$ cat config.mk
export PLATFORM = sky130hd
export DESIGN_NAME = json_string_escape_utf8
export DESIGN_NICKNAME = d
export VERILOG_FILES = /design/src/rtl/core/jseu_pkg.sv /design/src/rtl/core/json_string_escape_utf8.sv
export SDC_FILE = /design/constraint.sdc
export NUM_CORES = 1
export LEC_CHECK = 0
export ABC_AREA = 1
export BUFFER_PORTS_ARGS = -buffer_cell sky130_fd_sc_hd__buf_2
export CORE_ASPECT_RATIO = 0.5
export CORE_UTILIZATION = 62
export CTS_CLUSTER_DIAMETER = 50
export DETAILED_ROUTE_END_ITERATION = 10
export HOLD_SLACK_MARGIN = 0.1
export PLACE_DENSITY = 0.84
export SYNTH_ARGS = -nofsm -noshare
export SYNTH_HDL_FRONTEND = slang
export SYNTH_SLANG_ARGS = --single-unit
$ cat constraint.sdc
create_clock -name clk -period 5.93 [get_ports clk]
set_input_delay 0.8895 -clock clk [delete_from_list [all_inputs] [get_ports clk]]
set_output_delay 0.8895 -clock clk [all_outputs]
set_load 0.02 [all_outputs]
$ cat src/rtl/core/jseu_pkg.sv
`default_nettype none

package jseu_pkg;

  // what one slot of the emit buffer expands into
  typedef enum logic [4:0] {
    TK_RAW   = 5'b00001,
    TK_BSL   = 5'b00010,
    TK_ESC   = 5'b00100,
    TK_OPEN  = 5'b01000,
    TK_CLOSE = 5'b10000
  } tok_kind_t;

  localparam logic [7:0] CH_QUOTE = 8'h22;
  localparam logic [7:0] CH_BSL   = 8'h5c;
  localparam logic [7:0] CH_U     = 8'h75;
  localparam logic [7:0] CH_ZERO  = 8'h30;
  localparam logic [7:0] CH_ALPHA = 8'h57;  // 'a' - 10

  localparam logic [7:0] CTRL_LIMIT = 8'h20;
  localparam logic [7:0] LEAD2_LO   = 8'hc2;
  localparam logic [7:0] LEAD2_HI   = 8'hdf;
  localparam logic [7:0] LEAD3_LO   = 8'he0;
  localparam logic [7:0] LEAD3_HI   = 8'hef;
  localparam logic [7:0] LEAD4_LO   = 8'hf0;
  localparam logic [7:0] LEAD4_HI   = 8'hf4;
  localparam logic [7:0] LEAD_SURR  = 8'hed;
  localparam logic [7:0] CONT_MASK  = 8'hc0;
  localparam logic [7:0] CONT_TAG   = 8'h80;
  localparam logic [7:0] LIM_A0     = 8'ha0;
  localparam logic [7:0] LIM_90     = 8'h90;

  function automatic logic [7:0] hex_char(input logic [3:0] nib);
    logic [7:0] wide;
    wide = {4'b0000, nib};
    return (nib < 4'd10) ? (CH_ZERO + wide) : (CH_ALPHA + wide);
  endfunction

  function automatic logic [2:0] lead_len(input logic [7:0] b);
    logic [2:0] len;
    len = 3'd0;
    if (b >= LEAD2_LO && b <= LEAD2_HI) len = 3'd2;
    else if (b >= LEAD3_LO && b <= LEAD3_HI) len = 3'd3;
    else if (b >= LEAD4_LO && b <= LEAD4_HI) len = 3'd4;
    return len;
  endfunction

endpackage

`default_nettype wire

$ cat src/rtl/core/json_string_escape_utf8.sv
// json_string_escape_utf8: turns the raw bytes of a string into a JSON string
// literal with utf-8 checking, one output byte per cycle while out_ready does not stall.
// input channel: in_valid/in_ready, func (0 data byte, 1 end of string) and
// in_byte. output channel: out_valid/out_ready, out_byte, last (final byte
// caused by that input item) and closing (the closing quote).
// an accepted item is expanded at once into at most five slots (opening quote,
// up to three held bytes, one new byte or the closing quote) in an emit
// buffer; a walker steps through the slots and fills the output register.
// the first byte of an item passes from the emit buffer into the output
// register before it shows on out_valid. the bytes of an item leave one at a
// time, set by the single output byte lane; the next item is taken in the
// cycle the last byte of the previous one moves to the output register.
// items that only hold a byte of a multi-byte sequence yield nothing but a
// possible opening quote, and in_ready stays high when the buffer is left empty.
// reset clears the buffer, the output valid bit and the hold state; the next
// byte starts a new string. a stall on out_ready holds the output register and
// the buffer, and in_ready stays low while the buffer holds slots it cannot drain.
`default_nettype none

module json_string_escape_utf8
  import jseu_pkg::*;
(
  input  wire logic       clk,
  input  wire logic       rst,
  input  wire logic       in_valid,
  output logic            in_ready,
  input  wire logic       func,
  input  wire logic [7:0] in_byte,
  output logic            out_valid,
  input  wire logic       out_ready,
  output logic [7:0]      out_byte,
  output logic            last,
  output logic            closing
);

  localparam int Slots = 5;

  // string state
  logic           opened, opened_next;
  logic [7:0]     held [3];
  logic [7:0]     held_next [3];
  logic [1:0]     held_count, held_count_next;
  logic [2:0]     seq_len, seq_len_next;

  // emit buffer
  logic [Slots-1:0] tok_v;
  tok_kind_t        tok_k [Slots];
  logic [7:0]       tok_b [Slots];
  logic [2:0]       sub;

  logic [Slots-1:0] plan_v;
  tok_kind_t        plan_k [Slots];
  logic [7:0]       plan_b [Slots];

  logic in_acc;
  assign in_acc = in_valid && in_ready;

  // expansion of one item against the current hold state
  always_comb begin
    logic do_fresh;
    logic cont;
    logic bad;
    logic [2:0] len;
    do_fresh        = 1'b0;
    opened_next     = 1'b1;
    held_count_next = held_count;
    seq_len_next    = seq_len;
    held_next       = held;
    plan_v          = '0;
    for (int i = 0; i < Slots; i++) begin
      plan_k[i] = TK_RAW;
      plan_b[i] = in_byte;
    end
    plan_v[0] = !opened;
    plan_k[0] = TK_OPEN;

    bad = (held[0] == LEAD3_LO && in_byte < LIM_A0) ||
          (held[0] == LEAD_SURR && in_byte >= LIM_A0) ||
          (held[0] == LEAD4_LO && in_byte < LIM_90) ||
          (held[0] == LEAD4_HI && in_byte >= LIM_90);
    cont = ((in_byte & CONT_MASK) == CONT_TAG) && ((held_count != 2'd1) || !bad);

    if (func) begin
      for (int k = 0; k < 3; k++) begin
        if (k < int'(held_count)) begin
          plan_v[k+1] = 1'b1;
          plan_k[k+1] = TK_ESC;
          plan_b[k+1] = held[k];
        end
      end
      plan_v[4]       = 1'b1;
      plan_k[4]       = TK_CLOSE;
      opened_next     = 1'b0;
      held_count_next = 2'd0;
      seq_len_next    = 3'd0;
    end else if (seq_len == 3'd0 || held_count == 2'd0) begin
      held_count_next = 2'd0;
      seq_len_next    = 3'd0;
      do_fresh        = 1'b1;
    end else if (cont) begin
      if (({1'b0, held_count} + 3'd1) >= seq_len) begin
        // sequence complete: pass it through as is
        for (int k = 0; k < 3; k++) begin
          if (k < int'(held_count)) begin
            plan_v[k+1] = 1'b1;
            plan_k[k+1] = TK_RAW;
            plan_b[k+1] = held[k];
          end
        end
        plan_v[4]       = 1'b1;
        plan_k[4]       = TK_RAW;
        held_count_next = 2'd0;
        seq_len_next    = 3'd0;
      end else begin
        held_next[held_count] = in_byte;
        held_count_next       = held_count + 2'd1;
      end
    end else begin
      // broken sequence: escape what is held, then take the byte afresh
      for (int k = 0; k < 3; k++) begin
        if (k < int'(held_count)) begin
          plan_v[k+1] = 1'b1;
          plan_k[k+1] = TK_ESC;
          plan_b[k+1] = held[k];
        end
      end
      held_count_next = 2'd0;
      seq_len_next    = 3'd0;
      do_fresh        = 1'b1;
    end

    len = lead_len(in_byte);
    if (do_fresh) begin
      if (in_byte >= CONT_TAG) begin
        if (len != 3'd0) begin
          held_next[0]    = in_byte;
          held_count_next = 2'd1;
          seq_len_next    = len;
        end else begin
          plan_v[4] = 1'b1;
          plan_k[4] = TK_ESC;
        end
      end else if (in_byte == CH_QUOTE || in_byte == CH_BSL) begin
        plan_v[4] = 1'b1;
        plan_k[4] = TK_BSL;
      end else if (in_byte < CTRL_LIMIT) begin
        plan_v[4] = 1'b1;
        plan_k[4] = TK_ESC;
      end else begin
        plan_v[4] = 1'b1;
        plan_k[4] = TK_RAW;
      end
    end
  end

  // walker over the emit buffer
  logic [2:0]       cur;
  logic [Slots-1:0] rest;
  logic [2:0]       cur_len;
  logic [7:0]       cur_char;
  logic             last_sub, buf_last, advance, busy;

  always_comb begin
    logic found;
    found = 1'b0;
    cur   = 3'd0;
    for (int i = 0; i < Slots; i++) begin
      if (tok_v[i] && !found) begin
        found = 1'b1;
        cur   = 3'(i);
      end
    end
  end

  always_comb begin
    rest      = tok_v;
    rest[cur] = 1'b0;
  end

  always_comb begin
    unique case (tok_k[cur])
      TK_RAW:   cur_len = 3'd1;
      TK_BSL:   cur_len = 3'd2;
      TK_ESC:   cur_len = 3'd6;
      TK_OPEN:  cur_len = 3'd1;
      TK_CLOSE: cur_len = 3'd1;
      default:  cur_len = 3'd1;
    endcase
  end

  always_comb begin
    cur_char = CH_QUOTE;
    unique case (tok_k[cur])
      TK_RAW:   cur_char = tok_b[cur];
      TK_BSL:   cur_char = (sub == 3'd0) ? CH_BSL : tok_b[cur];
      TK_ESC: begin
        case (sub)
          3'd0:    cur_char = CH_BSL;
          3'd1:    cur_char = CH_U;
          3'd4:    cur_char = hex_char(tok_b[cur][7:4]);
          3'd5:    cur_char = hex_char(tok_b[cur][3:0]);
          default: cur_char = CH_ZERO;
        endcase
      end
      TK_OPEN:  cur_char = CH_QUOTE;
      TK_CLOSE: cur_char = CH_QUOTE;
      default:  cur_char = CH_QUOTE;
    endcase
  end

  assign busy     = |tok_v;
  assign last_sub = (sub == (cur_len - 3'd1));
  assign buf_last = (rest == '0) && last_sub;
  assign advance  = busy && (!out_valid || out_ready);
  assign in_ready = !busy || (advance && buf_last);

  always_ff @(posedge clk) begin
    if (rst) begin
      tok_v      <= '0;
      sub        <= 3'd0;
      out_valid  <= 1'b0;
      opened     <= 1'b0;
      held_count <= 2'd0;
      seq_len    <= 3'd0;
    end else begin
      if (advance) begin
        out_valid <= 1'b1;
        if (last_sub) begin
          tok_v[cur] <= 1'b0;
          sub        <= 3'd0;
        end else begin
          sub <= sub + 3'd1;
        end
      end else if (out_ready) begin
        out_valid <= 1'b0;
      end
      if (in_acc) begin
        tok_v      <= plan_v;
        sub        <= 3'd0;
        opened     <= opened_next;
        held_count <= held_count_next;
        seq_len    <= seq_len_next;
      end
    end
  end

  // payload registers
  always_ff @(posedge clk) begin
    if (advance) begin
      out_byte <= cur_char;
      last     <= buf_last;
      closing  <= (tok_k[cur] == TK_CLOSE);
    end
    if (in_acc) begin
      held   <= held_next;
      tok_k  <= plan_k;
      tok_b  <= plan_b;
    end
  end

endmodule

`default_nettype wire

# After elaboration in Yosys (flattened, before gate mapping)

Cells that the tools add are included.

Register bits after elaboration: 101
Latch bits: 0
RAM bits: 0
Bits in read-only memories: 0
Input bits: 13
Output and inout port bits: 12
Logic and storage cells: 208
Memories: 0

Add/subtract/negate cells: 8
$mul: 0
Divide/modulo/power cells: 0
$lt $le $gt $ge: 23
Equality and inequality tests: 16
Shifts and indexed selects: 0
Multiplexer cells: 88
Bitwise logic cells: 7
Reduce and logical (&&, ||, !) cells: 46

Operator list:

| operator              | number |
|---|---|
| $mux W24              | 8 |
| $mux W8               | 12 |
| $mux W3               | 20 |
| $ge A8 B8 Y1 const B  | 6 |
| $mux W20              | 2 |
| $mux W5               | 8 |
| $eq A8 B8 Y1 const B  | 4 |
| $pmux W8 S4           | 1 |
| $bmux W8 S3           | 1 |
| $bwmux W24            | 1 |
| $le A8 B8 Y1 const B  | 3 |
| $pmux W8 S3           | 1 |
| $mux W1               | 19 |
| $logic_and A1 B1 Y1   | 18 |
| $add A7 B4 Y8 const A | 2 |
| $demux W8 S2          | 1 |
| $lt A8 B8 Y1 const B  | 2 |
| $bmux W5 S3           | 1 |
| $mux W15              | 1 |
| $add A6 B4 Y7 const A | 2 |
| $mux W2               | 7 |
| $mux W4               | 3 |
| $eq A8 B6 Y1 const B  | 1 |
| $eq A8 B7 Y1 const B  | 1 |
| other kinds (41)      | 63 |

# Logic depth before layout (Yosys ltp)

Gate-level depths: netlist of the first run.

Depth in word-level cells: 27
Mapped depth: 19
Mapped depth without buffers: 19

# Worst setup path before layout of the first run

No wires, ideal clock.

Kind: flip-flop to flip-flop
Start: register tok_v[0]
End: register held[16] (netlist name), enable pin
Setup time: 398 ps
Arrival: 2,504 ps
Required time: 5,532 ps
Path slack: 3,029 ps
Stages on the path, launching flop included: 11
Buffers on the path: 0
Period minus slack after synthesis: 2,901 ps
Path through: dfxtp_1 -> nor2_4 -> nand3_2 -> or2_1 -> o21ai_4 -> nand3_4 -> nand2_1 -> nand3_2 -> nor2_4 -> nand3_4 -> a21oi_4

Longest elaborated chain between the ends: 25

Ends and longest elaborated chain:

| item                                                | RTL line                       | source |
|---|---|---|
| start, declared                                     | json_string_escape_utf8.sv:46  | `logic [Slots-1:0] tok_v;` |
| start signal, assigned                              | json_string_escape_utf8.sv:238 | `tok_v <= plan_v;` |
| $mux W1                                             | json_string_escape_utf8.sv:168 | `if (tok_v[i] && !found) begin` |
| $logic_not A1 Y1                                    | json_string_escape_utf8.sv:168 |  |
| $logic_and A1 B1 Y1                                 | json_string_escape_utf8.sv:168 |  |
| $mux W1                                             | json_string_escape_utf8.sv:168 |  |
| $logic_not A1 Y1                                    | json_string_escape_utf8.sv:168 |  |
| $logic_and A1 B1 Y1                                 | json_string_escape_utf8.sv:168 |  |
| $mux W1                                             | json_string_escape_utf8.sv:168 |  |
| $logic_not A1 Y1                                    | json_string_escape_utf8.sv:168 |  |
| [9 not listed]                                      | -                              |  |
| $eq A5 B3 Y1 / $eq A5 B2 Y1 (equally long branches) | json_string_escape_utf8.sv:181 | `unique case (tok_k[cur])` |
| $pmux W3 S2                                         | json_string_escape_utf8.sv:181 |  |
| $sub A3 B1 Y3                                       | json_string_escape_utf8.sv:212 | `assign last_sub = (sub == (cur_len - 3'd1));` |
| $eq A3 B3 Y1                                        | json_string_escape_utf8.sv:212 |  |
| $logic_and A1 B1 Y1                                 | json_string_escape_utf8.sv:213 | `assign buf_last = (rest == '0) && last_sub;` |
| $logic_and A1 B1 Y1                                 | json_string_escape_utf8.sv:215 | `assign in_ready = !busy \|\| (advance && buf_last);` |
| $logic_or A1 B1 Y1 *                                | json_string_escape_utf8.sv:215 |  |
| $logic_and A1 B1 Y1 *                               | json_string_escape_utf8.sv:56  | `assign in_acc = in_valid && in_ready;` |
| end signal, assigned                                | json_string_escape_utf8.sv:255 | `held <= held_next;` |
| end, declared                                       | json_string_escape_utf8.sv:40  | `logic [7:0] held [3];` |

Every way passes the cells marked *; elsewhere a longest branch is shown, timed or not. The select of a mux whose other input is x is not followed.
A chain may end at the register's enable or synchronous reset.

# Worst setup path after layout of the first run

Start: register tok_v[0]
End: output in_ready

Longest elaborated chain between the ends: 24

Ends and longest elaborated chain:

| item                                                | RTL line                       | source |
|---|---|---|
| $mux W1                                             | json_string_escape_utf8.sv:168 |  |
| $logic_not A1 Y1                                    | json_string_escape_utf8.sv:168 |  |
| $logic_and A1 B1 Y1                                 | json_string_escape_utf8.sv:168 |  |
| $mux W1                                             | json_string_escape_utf8.sv:168 |  |
| $logic_not A1 Y1                                    | json_string_escape_utf8.sv:168 |  |
| $logic_and A1 B1 Y1                                 | json_string_escape_utf8.sv:168 |  |
| $mux W1                                             | json_string_escape_utf8.sv:168 |  |
| $logic_not A1 Y1                                    | json_string_escape_utf8.sv:168 |  |
| [7 not listed]                                      | -                              |  |
| $mux W5 (not written as such) (2 in series)         | json_string_escape_utf8.sv:181 |  |
| $eq A5 B3 Y1 / $eq A5 B2 Y1 (equally long branches) | json_string_escape_utf8.sv:181 |  |
| $pmux W3 S2                                         | json_string_escape_utf8.sv:181 |  |
| $sub A3 B1 Y3                                       | json_string_escape_utf8.sv:212 |  |
| $eq A3 B3 Y1                                        | json_string_escape_utf8.sv:212 |  |
| $logic_and A1 B1 Y1                                 | json_string_escape_utf8.sv:213 |  |
| $logic_and A1 B1 Y1                                 | json_string_escape_utf8.sv:215 |  |
| $logic_or A1 B1 Y1 *                                | json_string_escape_utf8.sv:215 |  |
| end, declared                                       | json_string_escape_utf8.sv:26  | `output logic in_ready,` |

Marked as above.

==> impl_metrics.yaml, run 1 <==
cts:
  cts_inserted_buffers: 9
  clock_tree.root_cell: "sky130_fd_sc_hd__clkbuf_16"
  clock_path_buffers: 2
  cts_setup_buffers: 0
  cts.repair.resized: 0
  clkSlewWorstSetupHoldPaths_ps: 70
  cts.sink_count: 91
  hold_buffers: 0
  cts_tree: "built"
  clkLatencyLatePin_ps: 340
  cts_max_level: 3
power:
  worst_ir_drop_vdd_v: 0.000247
  p_per_area_nw_per_um2: 543
  power_leakage_uw: 0.00238
yosys:
  synth_fp_nets: 599
  synth.distinct_cells: 43
  ys_seq_elements: 91
  synth.top_cells.by_area: "sky130_fd_sc_hd__edfxtp_1, sky130_fd_sc_hd__nand2_1, sky130_fd_sc_hd__inv_1"
  yosysTopAreaCellShare_pct: 45.6
  postSynth.asyncResetShare_pct: 0
  synthesized_area_per_cell_um2: 8.71
  yosys_warnings: 0
  synth.largest_area_cell: "sky130_fd_sc_hd__edfxtp_1"
  synth_seq_area_share_pct: 51.7
  synthesis.area_um2: 5000
  synth_enable_flop_cells: 76
  yosys_most_used_dff: "sky130_fd_sc_hd__edfxtp_1"
  synthCells: 574
layout:
  num-nets-final: 622
  synthToLayoutAreaGrowth_pct: 10.7
  design_area_um2: 5540
  antenna-diode-count: 0
  layout-drive-gt1-share_pct: 12.0
  final_non_filler_cell_total: 710
  final.fill_count: 548
  fin_util_pct: 73.1
global_routing:
  number_of_global_route_vias_before_repair: 3789
  global_route_usage_over_all_layers_pct: 31.1
  globalRoute.totalOverflow: 0
  antenna_violations_before_repair: 0
  wire_length_of_the_first_global_routing_pass_um: 19200
  maximum_number_of_pins_on_one_net_before_global_route_repair: 54
timing:
  maxSlewViolCount: 0
  worst_slew_margin_rel_pct: 46.1
  final_min_period_over_clock_period_pct: 61.4
  upper_clock_frequency_limit_mhz: 275
  worst_pin_slew_ps: 805
  worst_clock_skew_ps: 7.51
  timing.final.setup_violations: 0
  final.setup.tns_ps: 0
  hold_violations: 0
  finalWorstPathRequiredPeriod_ps: 3640
  rsz0062_at_grt: "no"
route:
  drcViolationCount: 0
  routed_wire_length_per_instance_um: 16.6
  dr.pass1.iters: 5
  dr_total_vias: 4159
  vias_per_cell: 5.86
  route.antenna.remaining_nets: 0
  drt-initial-drc-count: 521
  drt_wl_total_um: 11800
critical_path:
  worst_setup_path_start_kind: "register"
  critical-path-max-stage-delay_ps: 380
  critPathRequiredTime_ps: 5040
  critical-path-slowest-cell: "sky130_fd_sc_hd__dfxtp_1"
  path_cells: "nor2_4, nand2_1, nand2_1, nor2_1, o21ai_4, nand3_4, nand2_1, nand3_2, nor2_4, nand3_4, nand2_4, buf_2"
  most_frequent_cell_on_the_critical_path: "sky130_fd_sc_hd__nand2_1"
  critical_path.endpoint_type: "primary output"
  path_delay_family: "simple AND/OR/NAND/NOR gates"
  worst_path_arrival_time_ps: 2750
  r2r_setup_slack_ps: 2530
  timing.setup.critical_path_class: "reg2out"
  cp.buffers_inverters: 1
  critical_path_peak_fanout: 13
floorplanning:
  die-area_um2: 8450
  floorplan.initialDensity_pct: 66.0
  total_i_o_pin_count: 25
  core_um2: 7570
  die_w_um: 129
  rows: 22
  die_h_um: 65.5
job:
  max_cap_viol_count: 0
run_status:
  run_status: "completed"
worst_hold_path:
  hp-class: "reg2reg"
placed_design:
  port-buffer-count: 24
  placement.cell_area_um2: 5210
  post-dp-hpwl_um: 8350
  post-place-cells: 694
  finalWeightedCongestion: 1.01
## report_power, final
| part | switching (uW) | internal (uW) | leakage (uW) |
|---|---|---|---|
| sequential | 91.2 | 981 | 0.000830 |
| combinational | 947 | 367 | 0.00139 |
| clock | 246 | 373 | 0.000159 |
| total | 1280 | 1720 | 0.00238 |
## worst min-delay path, stage by stage (launching register included)
cell                      delay (ps)
sky130_fd_sc_hd__dfxtp_1         310
sky130_fd_sc_hd__nand2_1          60
sky130_fd_sc_hd__a21oi_1          60
## layout make-up
cell class | instances | area, um2 | area share, %
clock inverters | 7 | 101 | 1.83
repair buffers | 25 | 128 | 2.31
flip-flops and latches | 91 | 2580 | 46.7
clock buffers | 9 | 225 | 4.07
well taps | 108 | 135 | 2.44
multi-input cells | 378 | 2020 | 36.5
inverters | 92 | 345 | 6.24
## cells in the mapped netlist, types with 3 or more instances
master,number
sky130_fd_sc_hd__nand2_1,126
sky130_fd_sc_hd__inv_1,86
sky130_fd_sc_hd__edfxtp_1,76
sky130_fd_sc_hd__nor2_1,45
sky130_fd_sc_hd__nand3_1,42
sky130_fd_sc_hd__o21ai_0,42
sky130_fd_sc_hd__a21oi_1,33
sky130_fd_sc_hd__dfxtp_1,15
sky130_fd_sc_hd__ha_1,12
sky130_fd_sc_hd__clkbuf_1,8
sky130_fd_sc_hd__nor3_1,8
sky130_fd_sc_hd__a31oi_1,7
sky130_fd_sc_hd__inv_2,6
sky130_fd_sc_hd__mux2_2,6
sky130_fd_sc_hd__o211ai_1,6
sky130_fd_sc_hd__o21ai_1,6
sky130_fd_sc_hd__o22ai_1,5
sky130_fd_sc_hd__buf_2,4
sky130_fd_sc_hd__nand2_2,3
sky130_fd_sc_hd__nand3_4,3
sky130_fd_sc_hd__nand4_1,3
sky130_fd_sc_hd__o21bai_1,3
## path summary, 6_finish.rpt
kind / from / endpoint / depth (start not counted)
setup / recovery: tok_v[0]$_SDFFE_PP0P_ / in_ready / 12
hold / removal: seq_len[1]$_SDFFE_PP0N_ / seq_len[1]$_SDFFE_PP0N_ / 2
setup reg to reg: tok_v[0]$_SDFFE_PP0P_ / register / 13
hold reg to reg: seq_len[1]$_SDFFE_PP0N_ / seq_len[1]$_SDFFE_PP0N_ / 2
## cells in the final DEF (no fill, tap or decap), types with 3 or more instances in the layout
cell,synthesis,layout
sky130_fd_sc_hd__a21oi_1,33,33
sky130_fd_sc_hd__a31oi_1,7,7
sky130_fd_sc_hd__buf_2,4,24
sky130_fd_sc_hd__clkbuf_16,0,9
sky130_fd_sc_hd__clkinv_4,0,3
sky130_fd_sc_hd__dfxtp_1,15,15
sky130_fd_sc_hd__edfxtp_1,76,76
sky130_fd_sc_hd__ha_1,12,12
sky130_fd_sc_hd__inv_1,86,86
sky130_fd_sc_hd__inv_2,6,6
sky130_fd_sc_hd__mux2_2,6,6
sky130_fd_sc_hd__nand2_1,126,126
sky130_fd_sc_hd__nand2_2,3,3
sky130_fd_sc_hd__nand3_1,42,42
sky130_fd_sc_hd__nand3_4,3,3
sky130_fd_sc_hd__nand4_1,3,3
sky130_fd_sc_hd__nor2_1,45,45
sky130_fd_sc_hd__nor3_1,8,8
sky130_fd_sc_hd__o211ai_1,6,6
sky130_fd_sc_hd__o21ai_0,42,42
sky130_fd_sc_hd__o21ai_1,6,6
sky130_fd_sc_hd__o21bai_1,3,3
sky130_fd_sc_hd__o22ai_1,5,5
## metal layers
layer  track usage [%]  part of all wire [%]  vias to the layer above
met4              13.1                   2.5                        0
li1                  -                     -                     1981
met1              43.2                    43                     1879
met2              46.7                    44                      264
met3              7.65                    11                       35
met5                 0                     0                        -
## cell families after synthesis
group           share of synthesized area (%)
simple gates                             22.5
compound gates                           13.2
buf+inv                                  7.98
flops                                    51.7
fa+ha+maj                                3.00
mux                                      1.55
xor+xnor                                0.175
## metrics by stage
stage / total power (uW) / hold slack [ps] / worst slack (ps)
floorplan: 2040 / 441 / 3030
global placement: 2330 / 454 / 2600
detailed placement: 2360 / 463 / 2500
CTS: 2990 / 473 / 2300
global route: 3200 / 500 / 2070
finish: 3010 / 471 / 2290
Note: power is estimated with default switching activity, not from simulation.
==> run 2, diff against run 1 <==
--- a/config.mk
+++ b/config.mk
@@ -8,11 +8,11 @@
 export ABC_AREA = 1
 export BUFFER_PORTS_ARGS = -buffer_cell sky130_fd_sc_hd__buf_2
 export CORE_ASPECT_RATIO = 0.5
-export CORE_UTILIZATION = 62
+export CORE_UTILIZATION = 56
 export CTS_CLUSTER_DIAMETER = 50
 export DETAILED_ROUTE_END_ITERATION = 10
 export HOLD_SLACK_MARGIN = 0.1
-export PLACE_DENSITY = 0.84
+export PLACE_DENSITY = 0.81
 export SYNTH_ARGS = -nofsm -noshare
 export SYNTH_HDL_FRONTEND = slang
 export SYNTH_SLANG_ARGS = --single-unit
==> constraint.sdc (replaced) <==
create_clock -name clk -period 3.2 [get_ports clk]
set_input_delay 0.48 -clock clk [delete_from_list [all_inputs] [get_ports clk]]
set_output_delay 0.48 -clock clk [all_outputs]
set_load 0.02 [all_outputs]
==> impl_metrics.yaml, run 2 (synthesis results as in run 1) <==
layout:
  mostFrequentLayoutCells: "sky130_fd_sc_hd__nand2_1, sky130_fd_sc_hd__inv_1, sky130_fd_sc_hd__edfxtp_1"
  layout-drive-gt1-share_pct: 13.1
  antenna-diode-count: 0
  synthToLayoutAreaGrowth_pct: 12.3
  num-nets-final: 630
  layout.cells.most_common: "sky130_fd_sc_hd__nand2_1"
cts:
  clkSlewWorstSetupHoldPaths_ps: 60
  cts_tree: "built"
  cts_inserted_buffers: 9
  hold_buffers: 0
  cts.sink_count: 91
  cts_max_level: 3
  clock_path_buffers: 2
  clkLatencyLatePin_ps: 340
  clock_tree.root_cell: "sky130_fd_sc_hd__clkbuf_16"
global_routing:
  wire_length_of_the_first_global_routing_pass_um: 18600
  global_route_usage_over_all_layers_pct: 27.1
  maximum_number_of_pins_on_one_net_before_global_route_repair: 54
  number_of_global_route_vias_before_repair: 3767
  globalRoute.totalOverflow: 0
  antenna_violations_before_repair: 0
timing:
  upper_clock_frequency_limit_mhz: 330
  final_min_period_over_clock_period_pct: 94.8
  hold_violations: 0
  worst_pin_slew_ps: 617
  worst_clock_skew_ps: 6.56
  final.setup.tns_ps: 0
  finalWorstPathRequiredPeriod_ps: 3030
  maxSlewViolCount: 0
  timing.final.ws_setup_ps: 166
  timing.final.setup_violations: 0
  worst_slew_margin_rel_pct: 58.9
  rsz0062_at_grt: "no"
worst_hold_path:
  hp-class: "in2reg"
floorplanning:
  floorplan.initialDensity_pct: 60.1
  total_i_o_pin_count: 25
  die_h_um: 68.8
  die-area_um2: 9330
  rows: 23
  core_um2: 8320
  die_w_um: 136
route:
  vias_per_cell: 5.74
  route.antenna.remaining_nets: 0
  drt-initial-drc-count: 443
  drt_wl_total_um: 11800
  drcViolationCount: 0
  dr.pass1.iters: 5
  dr_total_vias: 4147
  routed_wire_length_per_instance_um: 16.3
critical_path:
  critical_path_peak_fanout: 9
  timing.setup.critical_path_class: "reg2out"
  r2r_setup_slack_ps: 260
  critPathRequiredTime_ps: 2720
  worst_setup_path_start_kind: "register"
  critical_path.endpoint_type: "primary output"
  worst_path_arrival_time_ps: 2550
placed_design:
  finalWeightedCongestion: 0.987
  worst_setup_slack_before_clock_tree_synthesis_ps: 339
  post-dp-hpwl_um: 8350
  port-buffer-count: 24
job:
  max_cap_viol_count: 0
power:
  worst_ir_drop_vdd_v: 0.000586
  power_leakage_uw: 0.00242
  p_per_area_nw_per_um2: 1010
run_status:
  run_status: "completed"
[run 2: worst max-delay path, cell delays in order (launching register included)]
cell and delay, ps:
sky130_fd_sc_hd__dfxtp_1 390, sky130_fd_sc_hd__nor2_4 220, sky130_fd_sc_hd__nand2_1 170, sky130_fd_sc_hd__nand2_1 100
sky130_fd_sc_hd__nor2_1 60, sky130_fd_sc_hd__o21ai_4 250, sky130_fd_sc_hd__nand3_4 140, sky130_fd_sc_hd__nand2_1 120
sky130_fd_sc_hd__nand3_2 100, sky130_fd_sc_hd__nor2_4 180, sky130_fd_sc_hd__nand3_4 110, sky130_fd_sc_hd__nand2_4 160
sky130_fd_sc_hd__buf_2 190
[run 2: repair_timing]
action	in CTS	in global routing
resized for setup	0	1
hold endpoints to repair	0	0
endpoints found under the setup margin	0	1
setup buffers	0	2
[run 2: where the power goes]
group / internal (uW) / total, uW / switching (uW)
Sequential: 1810 / 1990 / 174
Clock: 690 / 1160 / 466
Combinational: 740 / 2500 / 1760
Total: 3240 / 5650 / 2400
[run 2: through the flow]
stage               cells  utilization, %  power [uW]  instance area [um2]  hold WS [ps]
CTS                   720            67.3        5580                 5590           355
global placement      704            63.4        4360                 5270           455
finish                722            67.5        5650                 5610           369
global route          722            67.5        6030                 5610           363
detailed placement    704            63.4        4420                 5270           456
floorplan             574               -        3780                 5000           441
[run 2: area by class of cell]
type | count | area, um2
Tap cell | 112 | 140
Fill cell | 649 | 2700
Clock buffer | 9 | 225
Sequential cell | 91 | 2580
Multi-Input combinational cell | 378 | 2020
Inverter | 92 | 345
Clock inverter | 7 | 97.6
Timing Repair Buffer | 33 | 200
[run 2: routing by layer]
| metal | share of wire [%] | wire (um) | track usage [%] | up-vias |
|---|---|---|---|---|
| li1 | - | - | - | 2010 |
| met1 | 45 | 5300 | 37.6 | 1905 |
| met2 | 44 | 5170 | 42.3 | 212 |
| met3 | 9.4 | 1110 | 5.70 | 20 |
| met4 | 1.6 | 193 | 10.5 | 0 |
| met5 | 0 | 0 | 0 | - |
[run 2: path summary, 6_finish.rpt]
path / start / depth (start not counted) / endpoint
worst min register to register: seq_len[1]$_SDFFE_PP0N_ / 2 / seq_len[1]$_SDFFE_PP0N_
worst max register to register: held_count[0]$_SDFFE_PP0N_ / 14 / tok_b[9]$_DFFE_PN_
worst min-delay path: func / 1 / tok_k[4]$_DFFE_PN_
worst max-delay path: tok_v[0]$_SDFFE_PP0P_ / 12 / in_ready
==> run 3, diff against run 2 <==
--- a/config.mk
+++ b/config.mk
@@ -5,14 +5,14 @@
 export SDC_FILE = /design/constraint.sdc
 export NUM_CORES = 1
 export LEC_CHECK = 0
-export ABC_AREA = 1
+export ABC_AREA = 0
 export BUFFER_PORTS_ARGS = -buffer_cell sky130_fd_sc_hd__buf_2
 export CORE_ASPECT_RATIO = 0.5
-export CORE_UTILIZATION = 56
+export CORE_UTILIZATION = 55
 export CTS_CLUSTER_DIAMETER = 50
 export DETAILED_ROUTE_END_ITERATION = 10
 export HOLD_SLACK_MARGIN = 0.1
-export PLACE_DENSITY = 0.81
+export PLACE_DENSITY = 0.8
 export SYNTH_ARGS = -nofsm -noshare
 export SYNTH_HDL_FRONTEND = slang
 export SYNTH_SLANG_ARGS = --single-unit
==> impl_metrics.yaml, run 3 <==
yosys:
  main_combinational_cell_family_by_area_after_synthesis: "compound AO/OA/AOI/OAI gates"
  yosys_most_used_dff: "sky130_fd_sc_hd__edfxtp_1"
  ys_seq_elements: 91
  synth_adder_area_share_pct: 3.36
  synthesized_area_per_cell_um2: 11.2
  yosys_warnings: 0
  synthXorXnorAreaFrac_pct: 0.368
  synth.top_cells.by_area: "sky130_fd_sc_hd__edfxtp_1, sky130_fd_sc_hd__dfxtp_1, sky130_fd_sc_hd__mux2_2"
  synth_enable_flop_cells: 76
  synth_fp_nets: 452
  yosysTopAreaCellShare_pct: 47.9
  postSynth.asyncResetShare_pct: 0
  area_share_of_and_or_nand_nor_cells_after_synthesis_pct: 15.0
  post_synth_mux_area_share_pct: 6.09
  synth.largest_area_cell: "sky130_fd_sc_hd__edfxtp_1"
  synth_commonest_cells: "sky130_fd_sc_hd__edfxtp_1, sky130_fd_sc_hd__nand2_1, sky130_fd_sc_hd__nor2_1"
  synth.distinct_cells: 69
  library_cell_with_the_highest_instance_count_after_synthesis: "sky130_fd_sc_hd__edfxtp_1"
  synthCells: 427
  synth_seq_area_share_pct: 54.2
  compound_gate_fraction_of_synth_area_pct: 17.6
  synthesis.area_um2: 4770
critical_path:
  timing.setup.critical_path_class: "reg2out"
  most_frequent_cell_on_the_critical_path: "sky130_fd_sc_hd__nor2_1"
  critical_path.reg2reg.startpoint: "held_count[0]$_SDFFE_PP0N_"
  critical_path.endpoint_type: "primary output"
  path_cells: "or3b_4, a211oi_1, o21ai_1, a2111oi_4, nor2_1, nor2_1, a21o_1, buf_2"
  worst_path_arrival_time_ps: 2590
  critPathRequiredTime_ps: 2720
  startpoint: "tok_k[4]$_DFFE_PN_"
  critical_path_peak_fanout: 4
  cp.buffers_inverters: 1
  critical-path-max-stage-delay_ps: 460
  critical-path-slowest-cell: "sky130_fd_sc_hd__edfxtp_1"
  worst_setup_path_start_kind: "register"
  path_delay_family: "compound AO/OA/AOI/OAI gates"
placed_design:
  placement.cell_area_um2: 5100
  finalWeightedCongestion: 0.903
  post-place-cells: 563
  worst_setup_slack_before_clock_tree_synthesis_ps: 305
  port-buffer-count: 24
  post-dp-hpwl_um: 7760
layout:
  final_non_filler_cell_total: 582
  layout-drive-gt1-share_pct: 21.3
  design_area_um2: 5470
  layout.cells.most_common: "sky130_fd_sc_hd__edfxtp_1"
  synthToLayoutAreaGrowth_pct: 14.7
  final.fill_count: 606
  mostFrequentLayoutCells: "sky130_fd_sc_hd__edfxtp_1, sky130_fd_sc_hd__nand2_1, sky130_fd_sc_hd__nor2_1"
  antenna-diode-count: 0
  fin_util_pct: 66.6
  num-nets-final: 490
global_routing:
  global_route_usage_over_all_layers_pct: 25.9
  wire_length_of_the_first_global_routing_pass_um: 17500
  maximum_number_of_pins_on_one_net_before_global_route_repair: 49
  number_of_global_route_vias_before_repair: 3296
  antenna_violations_before_repair: 0
  globalRoute.totalOverflow: 0
floorplanning:
  die_h_um: 67.8
  die-area_um2: 9060
  core_um2: 8200
  floorplan.initialDensity_pct: 58.1
  rows: 23
  die_w_um: 134
  total_i_o_pin_count: 25
cts:
  cts_tree: "built"
  cts_inserted_buffers: 9
  clkSlewWorstSetupHoldPaths_ps: 70
  cts_max_level: 3
  cts.sink_count: 91
  clock_path_buffers: 2
  clkLatencyLatePin_ps: 350
  clock_tree.root_cell: "sky130_fd_sc_hd__clkbuf_16"
route:
  drt_wl_total_um: 11100
  dr.pass1.iters: 5
  drcViolationCount: 0
  drt-initial-drc-count: 256
  routed_wire_length_per_instance_um: 19.0
  dr_total_vias: 3624
  vias_per_cell: 6.23
  route.antenna.remaining_nets: 0
power:
  p_per_area_nw_per_um2: 635
  power_leakage_uw: 0.00199
  worst_ir_drop_vdd_v: 0.000323
timing:
  worst_clock_skew_ps: 8.12
  timing.final.ws_setup_ps: 130
  hold_violations: 0
  maxSlewViolCount: 0
  finalWorstPathRequiredPeriod_ps: 3070
  final_min_period_over_clock_period_pct: 95.9
  final.setup.tns_ps: 0
  timing.final.setup_violations: 0
  worst_pin_slew_ps: 824
  upper_clock_frequency_limit_mhz: 326
  worst_slew_margin_rel_pct: 44.8
worst_hold_path:
  hp-class: "in2reg"
  worst_hold_startpoint: "in_byte[4]"
run_status:
  run_status: "completed"
job:
  max_cap_viol_count: 0
-- run 3: timing repair --
action | 4_1_cts | 5_1_grt
gates cloned | 0 | 0
setup buffers | 1 | 2
hold buffers | 0 | 0
gates resized for setup | 0 | 4
setup endpoints to repair | 1 | 1
pin swaps | 1 | 0
-- run 3: kinds of logic (layout without fill, tap and decap cells) --
family / count (synthesis) / in the layout
mux: 26 / 26
xor+xnor: 2 / 2
flops: 91 / 91
fa+ha+maj: 13 / 13
simple gates: 140 / 140
buf+inv: 41 / 84
compound gates: 114 / 114
-- run 3: metrics by stage --
step,total power [uW],hold slack [ps]
after floorplan,2060,462
after global placement,2280,478
after detailed placement,2300,489
after CTS,3460,455
after global routing,3600,453
final,3470,463
-- run 3: worst register-to-register path, delay by kind of cell, from the launching register on --
| family | cells | cell delay [ps] |
|---|---|---|
| adders and majority gates | 2 | 620 |
| DFF | 1 | 390 |
| muxes | 1 | 390 |
| and+or+nand+nor | 3 | 720 |
| buffers and inverters | 1 | 120 |
| AOI/OAI and AO/OA | 2 | 470 |
-- run 3: final cells by class --
cell class              count  area [um2]  share of cell area [%]
well taps                 112         140                    2.56
inverters                  22        82.6                    1.51
clock inverters             7         108                    1.97
clock buffers               9         225                    4.12
flip-flops and latches     91        2580                    47.3
multi-input cells         295        2030                    37.1
repair buffers             46         298                    5.45
-- run 3: power breakdown --
| group | switching (uW) | total [uW] | internal (uW) |
|---|---|---|---|
| combinational | 433 | 678 | 244 |
| clock | 476 | 1180 | 699 |
| sequential | 104 | 1620 | 1510 |
| total | 1010 | 3470 | 2460 |
-- run 3: final timing paths --
path	endpoint	slack, ps	cells past startpoint
min reg2reg	seq_len[2]$_SDFFE_PP0N_	500	2
max	in_ready	130	8
max reg2reg	tok_b[21]$_DFFE_PN_	240	9
min	tok_b[4]$_DFFE_PN_	460	1
-- run 3: per-layer routing --
| metal | up-vias | part of all wire, % | global-route usage [%] | wire length, um |
|---|---|---|---|---|
| met2 | 160 | 44 | 41.2 | 4850 |
| met1 | 1740 | 46 | 34.7 | 5140 |
| li1 | 1707 | - | - | - |
| met3 | 17 | 8.2 | 7.11 | 904 |
| met5 | - | 0 | 0 | 0 |
| met4 | 0 | 1.5 | 9.09 | 161 |
